File: src/rtl/atipd_pkg.sv
`timescale 1ns / 1ps

package atipd_pkg;

  // Store sizes and length field width
  localparam int LINE_DEPTH   = 128;
  localparam int PACKET_DEPTH = 128;
  localparam int LENGTH_BITS  = 16;

  // Derived widths
  localparam int LINE_AW    = $clog2(LINE_DEPTH);
  localparam int LINE_CNT_W = $clog2(LINE_DEPTH + 1);
  localparam int PKT_AW     = $clog2(PACKET_DEPTH);
  localparam int PKT_CNT_W  = $clog2(PACKET_DEPTH + 1);

  // Fixed field widths
  localparam int FUNC_W  = 2;
  localparam int BYTE_W  = 8;
  localparam int IDX_W   = 7;
  localparam int KIND_W  = 2;
  localparam int COUNT_W = 8;

  // Ending detector: last seven received bytes
  localparam int TAIL_W = 56;
  localparam logic [31:0] PAT_OK    = 32'h4F4B_0D0A;             // "OK\r\n"
  localparam logic [55:0] PAT_ERROR = 56'h45_5252_4F52_0D0A;     // "ERROR\r\n"
  localparam logic [39:0] PAT_IPD   = 40'h2B_4950_442C;          // "+IPD,"

  localparam logic [7:0] CHAR_COLON = 8'h3A;
  localparam logic [7:0] CHAR_ZERO  = 8'h30;
  localparam logic [7:0] CHAR_NINE  = 8'h39;

  // Transaction function codes
  localparam logic [FUNC_W-1:0] FUNC_RX        = 2'd0;
  localparam logic [FUNC_W-1:0] FUNC_RD_REPLY  = 2'd1;
  localparam logic [FUNC_W-1:0] FUNC_RD_PACKET = 2'd2;

  // Result kinds
  localparam logic [KIND_W-1:0] KIND_OK     = 2'd0;
  localparam logic [KIND_W-1:0] KIND_ERROR  = 2'd1;
  localparam logic [KIND_W-1:0] KIND_PACKET = 2'd2;
  localparam logic [KIND_W-1:0] KIND_READ   = 2'd3;

  // Parser mode
  typedef enum logic [1:0] {
    MODE_LINE    = 2'd0,
    MODE_LENGTH  = 2'd1,
    MODE_PAYLOAD = 2'd2
  } mode_e;

endpackage

File: src/rtl/at_reply_and_ipd_frame_parser.sv
`timescale 1ns / 1ps

// Channel | handshake            | payload
// --------+----------------------+----------------------------------------------
// in      | in_valid_i/in_ready_o| func_i, rx_byte_i, read_index_i
// out     | out_valid_o/out_ready_i | kind_o, count_o, data_o, in_range_o,
//         |                      | truncated_o
//
// One transaction per cycle while in_ready_o is high; a result, if any, is
// registered and shows in the next cycle (store reads use a synchronous port).
// A completed reply swaps the two banks of the line memory, so no copy runs.
// Reset clears the parser control state only; the memories are not cleared.
// in_ready_o drops only while a result is held and out_ready_i is low.
module at_reply_and_ipd_frame_parser (
  input  logic                          clk_i,
  input  logic                          rst_ni,
  input  logic                          in_valid_i,
  output logic                          in_ready_o,
  input  logic [atipd_pkg::FUNC_W-1:0]  func_i,
  input  logic [atipd_pkg::BYTE_W-1:0]  rx_byte_i,
  input  logic [atipd_pkg::IDX_W-1:0]   read_index_i,
  output logic                          out_valid_o,
  input  logic                          out_ready_i,
  output logic [atipd_pkg::KIND_W-1:0]  kind_o,
  output logic [atipd_pkg::COUNT_W-1:0] count_o,
  output logic [atipd_pkg::BYTE_W-1:0]  data_o,
  output logic                          in_range_o,
  output logic                          truncated_o
);
  import atipd_pkg::*;

  localparam int LCMP_W = (LINE_CNT_W > IDX_W) ? LINE_CNT_W : IDX_W;
  localparam int PIDX_W = (PKT_CNT_W > IDX_W) ? PKT_CNT_W : IDX_W;
  localparam int PCMP_W = (PKT_CNT_W > LENGTH_BITS) ? PKT_CNT_W : LENGTH_BITS;
  localparam int MUL_W  = LENGTH_BITS + 4;

  // Memories: line store in two banks (line / saved reply), packet store
  logic [BYTE_W-1:0] line_mem_q [2*LINE_DEPTH];
  logic [BYTE_W-1:0] pkt_mem_q  [PACKET_DEPTH];

  // Control state
  mode_e                  mode_q, mode_d;
  logic [LINE_CNT_W-1:0]  line_cnt_q, line_cnt_d;
  logic                   line_ovf_q, line_ovf_d;
  logic [TAIL_W-1:0]      tail_q, tail_d;
  logic                   bank_q, bank_d;
  logic [LENGTH_BITS-1:0] decl_len_q, decl_len_d;
  logic [LENGTH_BITS-1:0] pay_cnt_q, pay_cnt_d;
  logic [LINE_CNT_W-1:0]  reply_len_q, reply_len_d;
  logic                   reply_trunc_q, reply_trunc_d;
  logic [PKT_CNT_W-1:0]   pkt_len_q, pkt_len_d;
  logic                   pkt_trunc_q, pkt_trunc_d;

  // Output stage
  logic                   out_valid_q, out_valid_d;
  logic [KIND_W-1:0]      kind_q;
  logic [COUNT_W-1:0]     count_q;
  logic                   in_range_q;
  logic                   trunc_q;
  logic                   sel_pkt_q;
  logic [BYTE_W-1:0]      line_rd_q;
  logic [BYTE_W-1:0]      pkt_rd_q;

  // Per-transaction results
  logic                   accept;
  logic                   res_valid;
  logic [KIND_W-1:0]      res_kind;
  logic [COUNT_W-1:0]     res_count;
  logic                   res_in_range;
  logic                   res_trunc;
  logic                   res_sel_pkt;

  // Memory port controls
  logic                   line_we, line_re;
  logic [LINE_AW:0]       line_waddr, line_raddr;
  logic                   pkt_we, pkt_re;
  logic [PKT_AW-1:0]      pkt_waddr, pkt_raddr;

  // Scratch values
  logic [TAIL_W-1:0]      tail_new;
  logic [LINE_CNT_W-1:0]  line_cnt_new;
  logic                   line_ovf_new;
  logic [MUL_W-1:0]       len_mul;
  logic [LENGTH_BITS-1:0] pay_next;
  logic                   finish;
  logic                   fin_trunc;
  logic                   rd_ok;

  assign in_ready_o = !out_valid_q || out_ready_i;
  assign accept     = in_valid_i && in_ready_o;

  // Parser next state, result and memory controls
  always_comb begin
    mode_d        = mode_q;
    line_cnt_d    = line_cnt_q;
    line_ovf_d    = line_ovf_q;
    tail_d        = tail_q;
    bank_d        = bank_q;
    decl_len_d    = decl_len_q;
    pay_cnt_d     = pay_cnt_q;
    reply_len_d   = reply_len_q;
    reply_trunc_d = reply_trunc_q;
    pkt_len_d     = pkt_len_q;
    pkt_trunc_d   = pkt_trunc_q;

    res_valid    = 1'b0;
    res_kind     = KIND_READ;
    res_count    = '0;
    res_in_range = 1'b0;
    res_trunc    = 1'b0;
    res_sel_pkt  = 1'b0;

    line_we    = 1'b0;
    line_re    = 1'b0;
    line_waddr = {bank_q, line_cnt_q[LINE_AW-1:0]};
    line_raddr = {!bank_q, LINE_AW'(read_index_i)};
    pkt_we     = 1'b0;
    pkt_re     = 1'b0;
    pkt_waddr  = PKT_AW'(pay_cnt_q);
    pkt_raddr  = PKT_AW'(read_index_i);

    tail_new     = {tail_q[TAIL_W-9:0], rx_byte_i};
    line_cnt_new = line_cnt_q;
    line_ovf_new = line_ovf_q;
    len_mul      = MUL_W'({decl_len_q, 3'b000}) + MUL_W'({decl_len_q, 1'b0})
                 + MUL_W'(rx_byte_i - CHAR_ZERO);
    pay_next     = pay_cnt_q + 1'b1;
    finish       = 1'b0;
    fin_trunc    = PCMP_W'(decl_len_q) > PCMP_W'(PACKET_DEPTH);
    rd_ok        = 1'b0;

    if (accept) begin
      case (func_i)
        FUNC_RX: begin
          case (mode_q)
            MODE_LENGTH: begin
              if (rx_byte_i == CHAR_COLON) begin
                if (decl_len_q == '0) begin
                  finish = 1'b1;
                end else begin
                  mode_d    = MODE_PAYLOAD;
                  pay_cnt_d = '0;
                end
              end else if (rx_byte_i inside {[CHAR_ZERO:CHAR_NINE]}) begin
                // saturate once ten times the length plus the digit overflows
                if (len_mul > MUL_W'({LENGTH_BITS{1'b1}})) begin
                  decl_len_d = '1;
                end else begin
                  decl_len_d = len_mul[LENGTH_BITS-1:0];
                end
              end
            end
            MODE_PAYLOAD: begin
              if (PCMP_W'(pay_cnt_q) < PCMP_W'(PACKET_DEPTH)) begin
                pkt_we = 1'b1;
              end
              pay_cnt_d = pay_next;
              if (pay_next >= decl_len_q) begin
                finish = 1'b1;
              end
            end
            default: begin
              // line mode
              if (line_cnt_q < LINE_CNT_W'(LINE_DEPTH)) begin
                line_we      = 1'b1;
                line_cnt_new = line_cnt_q + 1'b1;
              end else begin
                line_ovf_new = 1'b1;
              end
              line_cnt_d = line_cnt_new;
              line_ovf_d = line_ovf_new;
              tail_d     = tail_new;
              if (tail_new[31:0] == PAT_OK || tail_new == PAT_ERROR) begin
                // reply done: the line bank becomes the reply bank
                res_valid     = 1'b1;
                res_kind      = (tail_new[31:0] == PAT_OK) ? KIND_OK : KIND_ERROR;
                res_count     = COUNT_W'(line_cnt_new);
                res_trunc     = line_ovf_new;
                reply_len_d   = line_cnt_new;
                reply_trunc_d = line_ovf_new;
                bank_d        = !bank_q;
                line_cnt_d    = '0;
                line_ovf_d    = 1'b0;
                tail_d        = '0;
              end else if (tail_new[39:0] == PAT_IPD) begin
                line_cnt_d = '0;
                line_ovf_d = 1'b0;
                tail_d     = '0;
                mode_d     = MODE_LENGTH;
                decl_len_d = '0;
                pay_cnt_d  = '0;
              end
            end
          endcase

          if (finish) begin
            res_valid   = 1'b1;
            res_kind    = KIND_PACKET;
            pkt_trunc_d = fin_trunc;
            pkt_len_d   = fin_trunc ? PKT_CNT_W'(PACKET_DEPTH) : PKT_CNT_W'(decl_len_q);
            res_count   = COUNT_W'(pkt_len_d);
            res_trunc   = fin_trunc;
            mode_d      = MODE_LINE;
            decl_len_d  = '0;
            pay_cnt_d   = '0;
          end
        end
        FUNC_RD_REPLY: begin
          rd_ok = (LCMP_W'(read_index_i) < LCMP_W'(reply_len_q))
               && (LCMP_W'(read_index_i) < LCMP_W'(LINE_DEPTH));
          line_re      = rd_ok;
          res_valid    = 1'b1;
          res_count    = COUNT_W'(reply_len_q);
          res_in_range = rd_ok;
          res_trunc    = reply_trunc_q;
        end
        FUNC_RD_PACKET: begin
          rd_ok = (PIDX_W'(read_index_i) < PIDX_W'(pkt_len_q))
               && (PIDX_W'(read_index_i) < PIDX_W'(PACKET_DEPTH));
          pkt_re       = rd_ok;
          res_valid    = 1'b1;
          res_count    = COUNT_W'(pkt_len_q);
          res_in_range = rd_ok;
          res_trunc    = pkt_trunc_q;
          res_sel_pkt  = 1'b1;
        end
        default: begin
          // unused function code: no result
        end
      endcase
    end
  end

  // Output valid: load on accept, drop when taken
  always_comb begin
    if (accept) begin
      out_valid_d = res_valid;
    end else if (out_ready_i) begin
      out_valid_d = 1'b0;
    end else begin
      out_valid_d = out_valid_q;
    end
  end

  // Control registers
  always_ff @(posedge clk_i or negedge rst_ni) begin
    if (!rst_ni) begin
      mode_q        <= MODE_LINE;
      line_cnt_q    <= '0;
      line_ovf_q    <= 1'b0;
      tail_q        <= '0;
      bank_q        <= 1'b0;
      decl_len_q    <= '0;
      pay_cnt_q     <= '0;
      reply_len_q   <= '0;
      reply_trunc_q <= 1'b0;
      pkt_len_q     <= '0;
      pkt_trunc_q   <= 1'b0;
      out_valid_q   <= 1'b0;
    end else begin
      mode_q        <= mode_d;
      line_cnt_q    <= line_cnt_d;
      line_ovf_q    <= line_ovf_d;
      tail_q        <= tail_d;
      bank_q        <= bank_d;
      decl_len_q    <= decl_len_d;
      pay_cnt_q     <= pay_cnt_d;
      reply_len_q   <= reply_len_d;
      reply_trunc_q <= reply_trunc_d;
      pkt_len_q     <= pkt_len_d;
      pkt_trunc_q   <= pkt_trunc_d;
      out_valid_q   <= out_valid_d;
    end
  end

  // Result payload register
  always_ff @(posedge clk_i) begin
    if (accept) begin
      kind_q     <= res_kind;
      count_q    <= res_count;
      in_range_q <= res_in_range;
      trunc_q    <= res_trunc;
      sel_pkt_q  <= res_sel_pkt;
    end
  end

  // Line memory: one write or one registered read per cycle
  always_ff @(posedge clk_i) begin
    if (line_we) begin
      line_mem_q[line_waddr] <= rx_byte_i;
    end
    if (line_re) begin
      line_rd_q <= line_mem_q[line_raddr];
    end
  end

  // Packet memory: one write or one registered read per cycle
  always_ff @(posedge clk_i) begin
    if (pkt_we) begin
      pkt_mem_q[pkt_waddr] <= rx_byte_i;
    end
    if (pkt_re) begin
      pkt_rd_q <= pkt_mem_q[pkt_raddr];
    end
  end

  assign out_valid_o = out_valid_q;
  assign kind_o      = kind_q;
  assign count_o     = count_q;
  assign in_range_o  = in_range_q;
  assign truncated_o = trunc_q;
  assign data_o      = !in_range_q ? '0 : (sel_pkt_q ? pkt_rd_q : line_rd_q);

`ifndef SYNTHESIS
  // payload mode always has a nonzero length still to fill
  a_payload_len: assert property (@(posedge clk_i) disable iff (!rst_ni)
    mode_q == MODE_PAYLOAD |-> (decl_len_q != '0) && (pay_cnt_q < decl_len_q))
    else $error("payload count out of bounds");

  // overflow only once the line store is full
  a_line_ovf: assert property (@(posedge clk_i) disable iff (!rst_ni)
    line_ovf_q |-> line_cnt_q == LINE_CNT_W'(LINE_DEPTH))
    else $error("line overflow with free space");

  // every read transaction gives a read result next cycle
  a_read_result: assert property (@(posedge clk_i) disable iff (!rst_ni)
    accept && (func_i == FUNC_RD_REPLY || func_i == FUNC_RD_PACKET)
    |=> out_valid_o && kind_o == KIND_READ)
    else $error("read transaction without read result");

  // a reply completion swaps the banks and restarts the line
  a_bank_swap: assert property (@(posedge clk_i) disable iff (!rst_ni)
    accept && res_valid && (res_kind == KIND_OK || res_kind == KIND_ERROR)
    |=> bank_q != $past(bank_q) && line_cnt_q == '0)
    else $error("reply completion without bank swap");
`endif

endmodule
File: config.mk
export PLATFORM = sky130hd
export DESIGN_NAME = at_reply_and_ipd_frame_parser
export DESIGN_NICKNAME = d
export VERILOG_FILES = /design/src/rtl/atipd_pkg.sv /design/src/rtl/at_reply_and_ipd_frame_parser.sv
export SDC_FILE = /design/constraint.sdc
export NUM_CORES = 2
export LEC_CHECK = 0
export ABC_CLOCK_PERIOD_IN_PS = 4500
export CORE_MARGIN = 4
export CORE_UTILIZATION = 40
export DETAILED_ROUTE_END_ITERATION = 10
export DONT_BUFFER_PORTS = 1
export PLACE_DENSITY_LB_ADDON = 0.2
export SLEW_MARGIN = 20
export SYNTH_ARGS = -nofsm -noshare
export SYNTH_HDL_FRONTEND = slang
export SYNTH_SLANG_ARGS = --single-unit
File: constraint.sdc
create_clock -name clk_i -period 4.5 [get_ports clk_i]
set_input_delay 0.675 -clock clk_i [delete_from_list [all_inputs] [get_ports clk_i]]
set_output_delay 0.675 -clock clk_i [all_outputs]
set_load 0.05 [all_outputs]
==> results.sh <==
export IMPL_htreeDepth=5
export IMPL_drc=0
export IMPL_die_area_mm2=0.326
export IMPL_synthToLayoutAreaGrowth_pct=14.7
export IMPL_grt_pass1_wl_um=457000
export IMPL_crit_arrival_ns=4.99
export IMPL_synth_edf_count=3101
export IMPL_max_slew_margin=-0.119
export IMPL_clock_path_buffers=4
export IMPL_grt_max_degree=392
export IMPL_max_freq_ghz=0.233
export IMPL_ios=43
export IMPL_grtUsageTotal=0.192
export IMPL_p_int_uw=49300
export IMPL_leakagePower_uw=0.0465
export IMPL_num_rows=206
export IMPL_syn_inst=5840
export IMPL_vdd_ir_drop_max_uv=309
export IMPL_total_power_uw=62400
export IMPL_numCtsBuffers=345
export IMPL_combPwrFrac=0.041
export IMPL_initial_utilization=0.402
export IMPL_period_needed_ns=4.29
export IMPL_synth_area_top_cells="edfxtp_1 (73%), mux4_2 (16%), dfrtp_1 (2.2%)"
export IMPL_finalNetCount=6457
export IMPL_violations="max-slew violations"
export IMPL_status="complete, but fails checks"
export IMPL_hpwlAfterDp_um=176000
export IMPL_hold_path_class="primary input to flip-flop"
export IMPL_vias=60800
export IMPL_synthArstFlopShare=0.0346
export IMPL_grt_pass1_vias=62900
export IMPL_drtAntennaViolNets=0
export IMPL_cp_max_fo=332
export IMPL_gr_total_overflow=0
export IMPL_net_switching_power_uw=13100
export IMPL_yosysSeqAreaShare=0.755
export IMPL_die_y_um=571
export IMPL_synth_seq_cells=3212
export IMPL_p_sw_frac=0.210
export IMPL_layout_drive_gt1_share=0.289
export IMPL_clk_latency_ns=0.92
export IMPL_tritoncts="done"
export IMPL_cts_sinks=3212
export IMPL_crit_path_end_kind="flip-flop"
export IMPL_die_w_um=571
export IMPL_avgSynthCellArea_um2=21.7
export IMPL_path_class="primary input to flip-flop"
export IMPL_powerDensity_mw_per_mm2=429
export IMPL_seqPwrFrac=0.531
export IMPL_drt_vias_per_instance=5.64
export IMPL_gp_congestion=0.785
export IMPL_yosys_area_top_type="edfxtp_1"
export IMPL_rsz0062_at_grt="no"
export IMPL_crit_required_ns=5.21
export IMPL_slew_violations=296
export IMPL_clockPowerShare=0.428
export IMPL_numPortBuffers=0
export IMPL_wire_per_inst_um=29.1
export IMPL_maxCapViolCount=0
export IMPL_skew_ns=0.0634
export IMPL_antenna_found_initial=9
export IMPL_path_clk_slew_ns=0.06
export IMPL_ys_warnings_count=0
export IMPL_finalWorstSetupSlack_ns=0.212
export IMPL_synth_distinct_cells=72
export IMPL_setup_viol_count_final=0
export IMPL_final_hold_violation_count=0
export IMPL_cts_root_buf="clkbuf_16"
export IMPL_drt_total_wl_um=314000
export IMPL_synth_ff_type="edfxtp_1"
export IMPL_synth_top_cell_area_share=0.734
export IMPL_start_kind="primary input"
export IMPL_drtPass1Iterations=5
export IMPL_post_route_period_util=0.953
export IMPL_syn_area_mm2=0.127
export IMPL_drtIter0Drc=6325
export IMPL_synth_fp_nets=5939
export IMPL_worstMarginPinSlew_ns=1.68
export IMPL_dpl_worst_slack_ns=-0.867
export IMPL_coreArea_mm2=0.315
==> area by class of cell <==
type                       count  area [um^2]
timing repair buffer         490         4330
fill                       26300       170000
clock inverter               176         1470
antenna                        4         10.0
multi-input combinational   2258        29400
clock buffer                 438         9070
sequential                  3212        95900
inverter                      51          191
tap                         4160         5200
==> worst paths after layout <==
check / to / from / slack (ns) / depth (start not counted)
setup reg to reg: kind_o[0]$_SDFFCE_PN1P_ / pay_cnt_q[1]$_DFFE_PN0P_ / 0.24 / 14
max in group asynchronous: tail_q[36]$_DFFE_PN0P_ / rst_ni / 3.59 / 2
setup / recovery: decl_len_q[4]$_DFFE_PN0P_ / rx_byte_i[4] / 0.21 / 14
hold reg to reg: pkt_trunc_q$_DFFE_PN0P_ / pkt_trunc_q$_DFFE_PN0P_ / 0.50 / 2
hold / removal: out_valid_o$_DFFE_PN0P_ / in_valid_i / 0.11 / 3
min in group asynchronous: pay_cnt_q[14]$_DFFE_PN0P_ / rst_ni / 0.40 / 2
==> synthesized netlist by cell type, drive strengths merged (9+ instances only) <==
cell type / n
dfrtp: 111
mux2: 21
ha: 63
edfxtp: 3101
nand3: 29
xnor2: 19
buf: 172
fa: 15
a22oi: 35
mux2i: 90
a21oi: 32
a221oi: 16
xor2: 10
a22o: 72
nand2: 120
clkbuf: 147
nand4: 17
or2: 9
and2: 10
o22ai: 58
nand2b: 10
and3: 11
o21ai: 50
a21o: 14
mux4: 928
nor4: 19
nor2: 435
inv: 51
a32o: 9
nor2b: 34
nor3: 30
==> metrics by stage <==
stage           util  TNS, ns  cell area (um^2)  instances  hold WS (ns)
3_3_place_gp   0.426    -6.85            135000      10100         0.385
5_1_grt        0.461        0            146000      10800        0.0257
2_1_floorplan      -        0            127000       5840         0.379
4_1_cts        0.461        0            145000      10800       0.00983
6_report       0.461        0            146000      10800         0.107
3_5_place_dp   0.427    -7.47            135000      10200         0.385
==> logic make-up after synthesis <==
group	share of synthesized area
flip-flops	0.755
multiplexers	0.174
AND/OR/NAND/NOR	0.0280
buffers and inverters	0.0134
AO/OA/AOI/OAI	0.0189
adder cells (fa/ha/maj)	0.00858
XOR/XNOR	0.00200
==> power by group through the flow <==
stage	registers [uW]	clock network [uW]	logic [uW]
after floorplan	33700	0	1760
after global placement	33700	0	2390
after detailed placement	33800	0	2400
after CTS	33100	27300	2520
after global routing	33100	28700	2700
final	33200	26700	2530
==> critical path: stages <==
cell       delay [ns]
ha_1             0.69
nor3_2           0.11
buf_4            0.20
buf_4            0.19
fa_1             0.44
ha_1             0.42
o21a_1           0.16
o22ai_1          0.11
a2111oi_0        0.52
mux2_2           0.25
nor3_1           0.06
a311oi_2         0.18
buf_4            0.24
o21ai_0          0.11
==> state kept, by name (all words and copies together), names as in the netlist, 2 cells and up <==
| register | cells |
|---|---|
| kind_o | 2 |
| mode_q | 2 |
| tail_q | 48 |
| count_o | 8 |
| pkt_rd_q | 8 |
| line_cnt_q | 8 |
| pkt_mem_q | 1024 |
| reply_len_q | 8 |
| line_mem_q | 2048 |
| line_rd_q | 8 |
| pkt_len_q | 8 |
| pay_cnt_q | 16 |
| decl_len_q | 16 |
==> cell usage in the layout (no fill, tap or decap), types with 20 or more instances in the layout <==
| cell type | Yosys | final |
|---|---|---|
| clkinv_1 | 0 | 82 |
| clkinv_2 | 0 | 51 |
| a22oi_1 | 35 | 35 |
| buf_4 | 32 | 445 |
| mux2_2 | 21 | 21 |
| nand3_1 | 29 | 28 |
| clkbuf_16 | 0 | 349 |
| clkbuf_1 | 146 | 88 |
| nand2_1 | 120 | 112 |
| a21oi_1 | 31 | 31 |
| o22ai_1 | 58 | 58 |
| o21ai_0 | 40 | 40 |
| mux2i_1 | 89 | 89 |
| nor2b_1 | 34 | 34 |
| dfrtp_1 | 111 | 111 |
| nor2_1 | 435 | 435 |
| ha_1 | 63 | 63 |
| a22o_1 | 72 | 72 |
| buf_16 | 0 | 20 |
| edfxtp_1 | 3101 | 3101 |
| inv_1 | 51 | 51 |
| nor3_1 | 23 | 22 |
| mux4_2 | 928 | 928 |
==> what timing repair did <==
| action | in CTS | in global routing |
|---|---|---|
| hold endpoints to repair | 501 | 34 |
| setup buffers | 0 | 0 |
| resized for setup | 0 | 3 |
| endpoints found under the setup margin | 0 | 9 |
| hold buffers | 14 | 1 |
==> layer usage <==
| layer | global-route usage | wire, um | vias up |
|---|---|---|---|
| li1 | - | - | 25600 |
| met1 | 0.277 | 136000 | 32900 |
| met2 | 0.309 | 153000 | 1884 |
| met3 | 0.0312 | 18600 | 420 |
| met4 | 0.0417 | 6680 | 0 |
| met5 | 0 | 0 | - |
No activity file was read; power rests on OpenSTA's default activity.
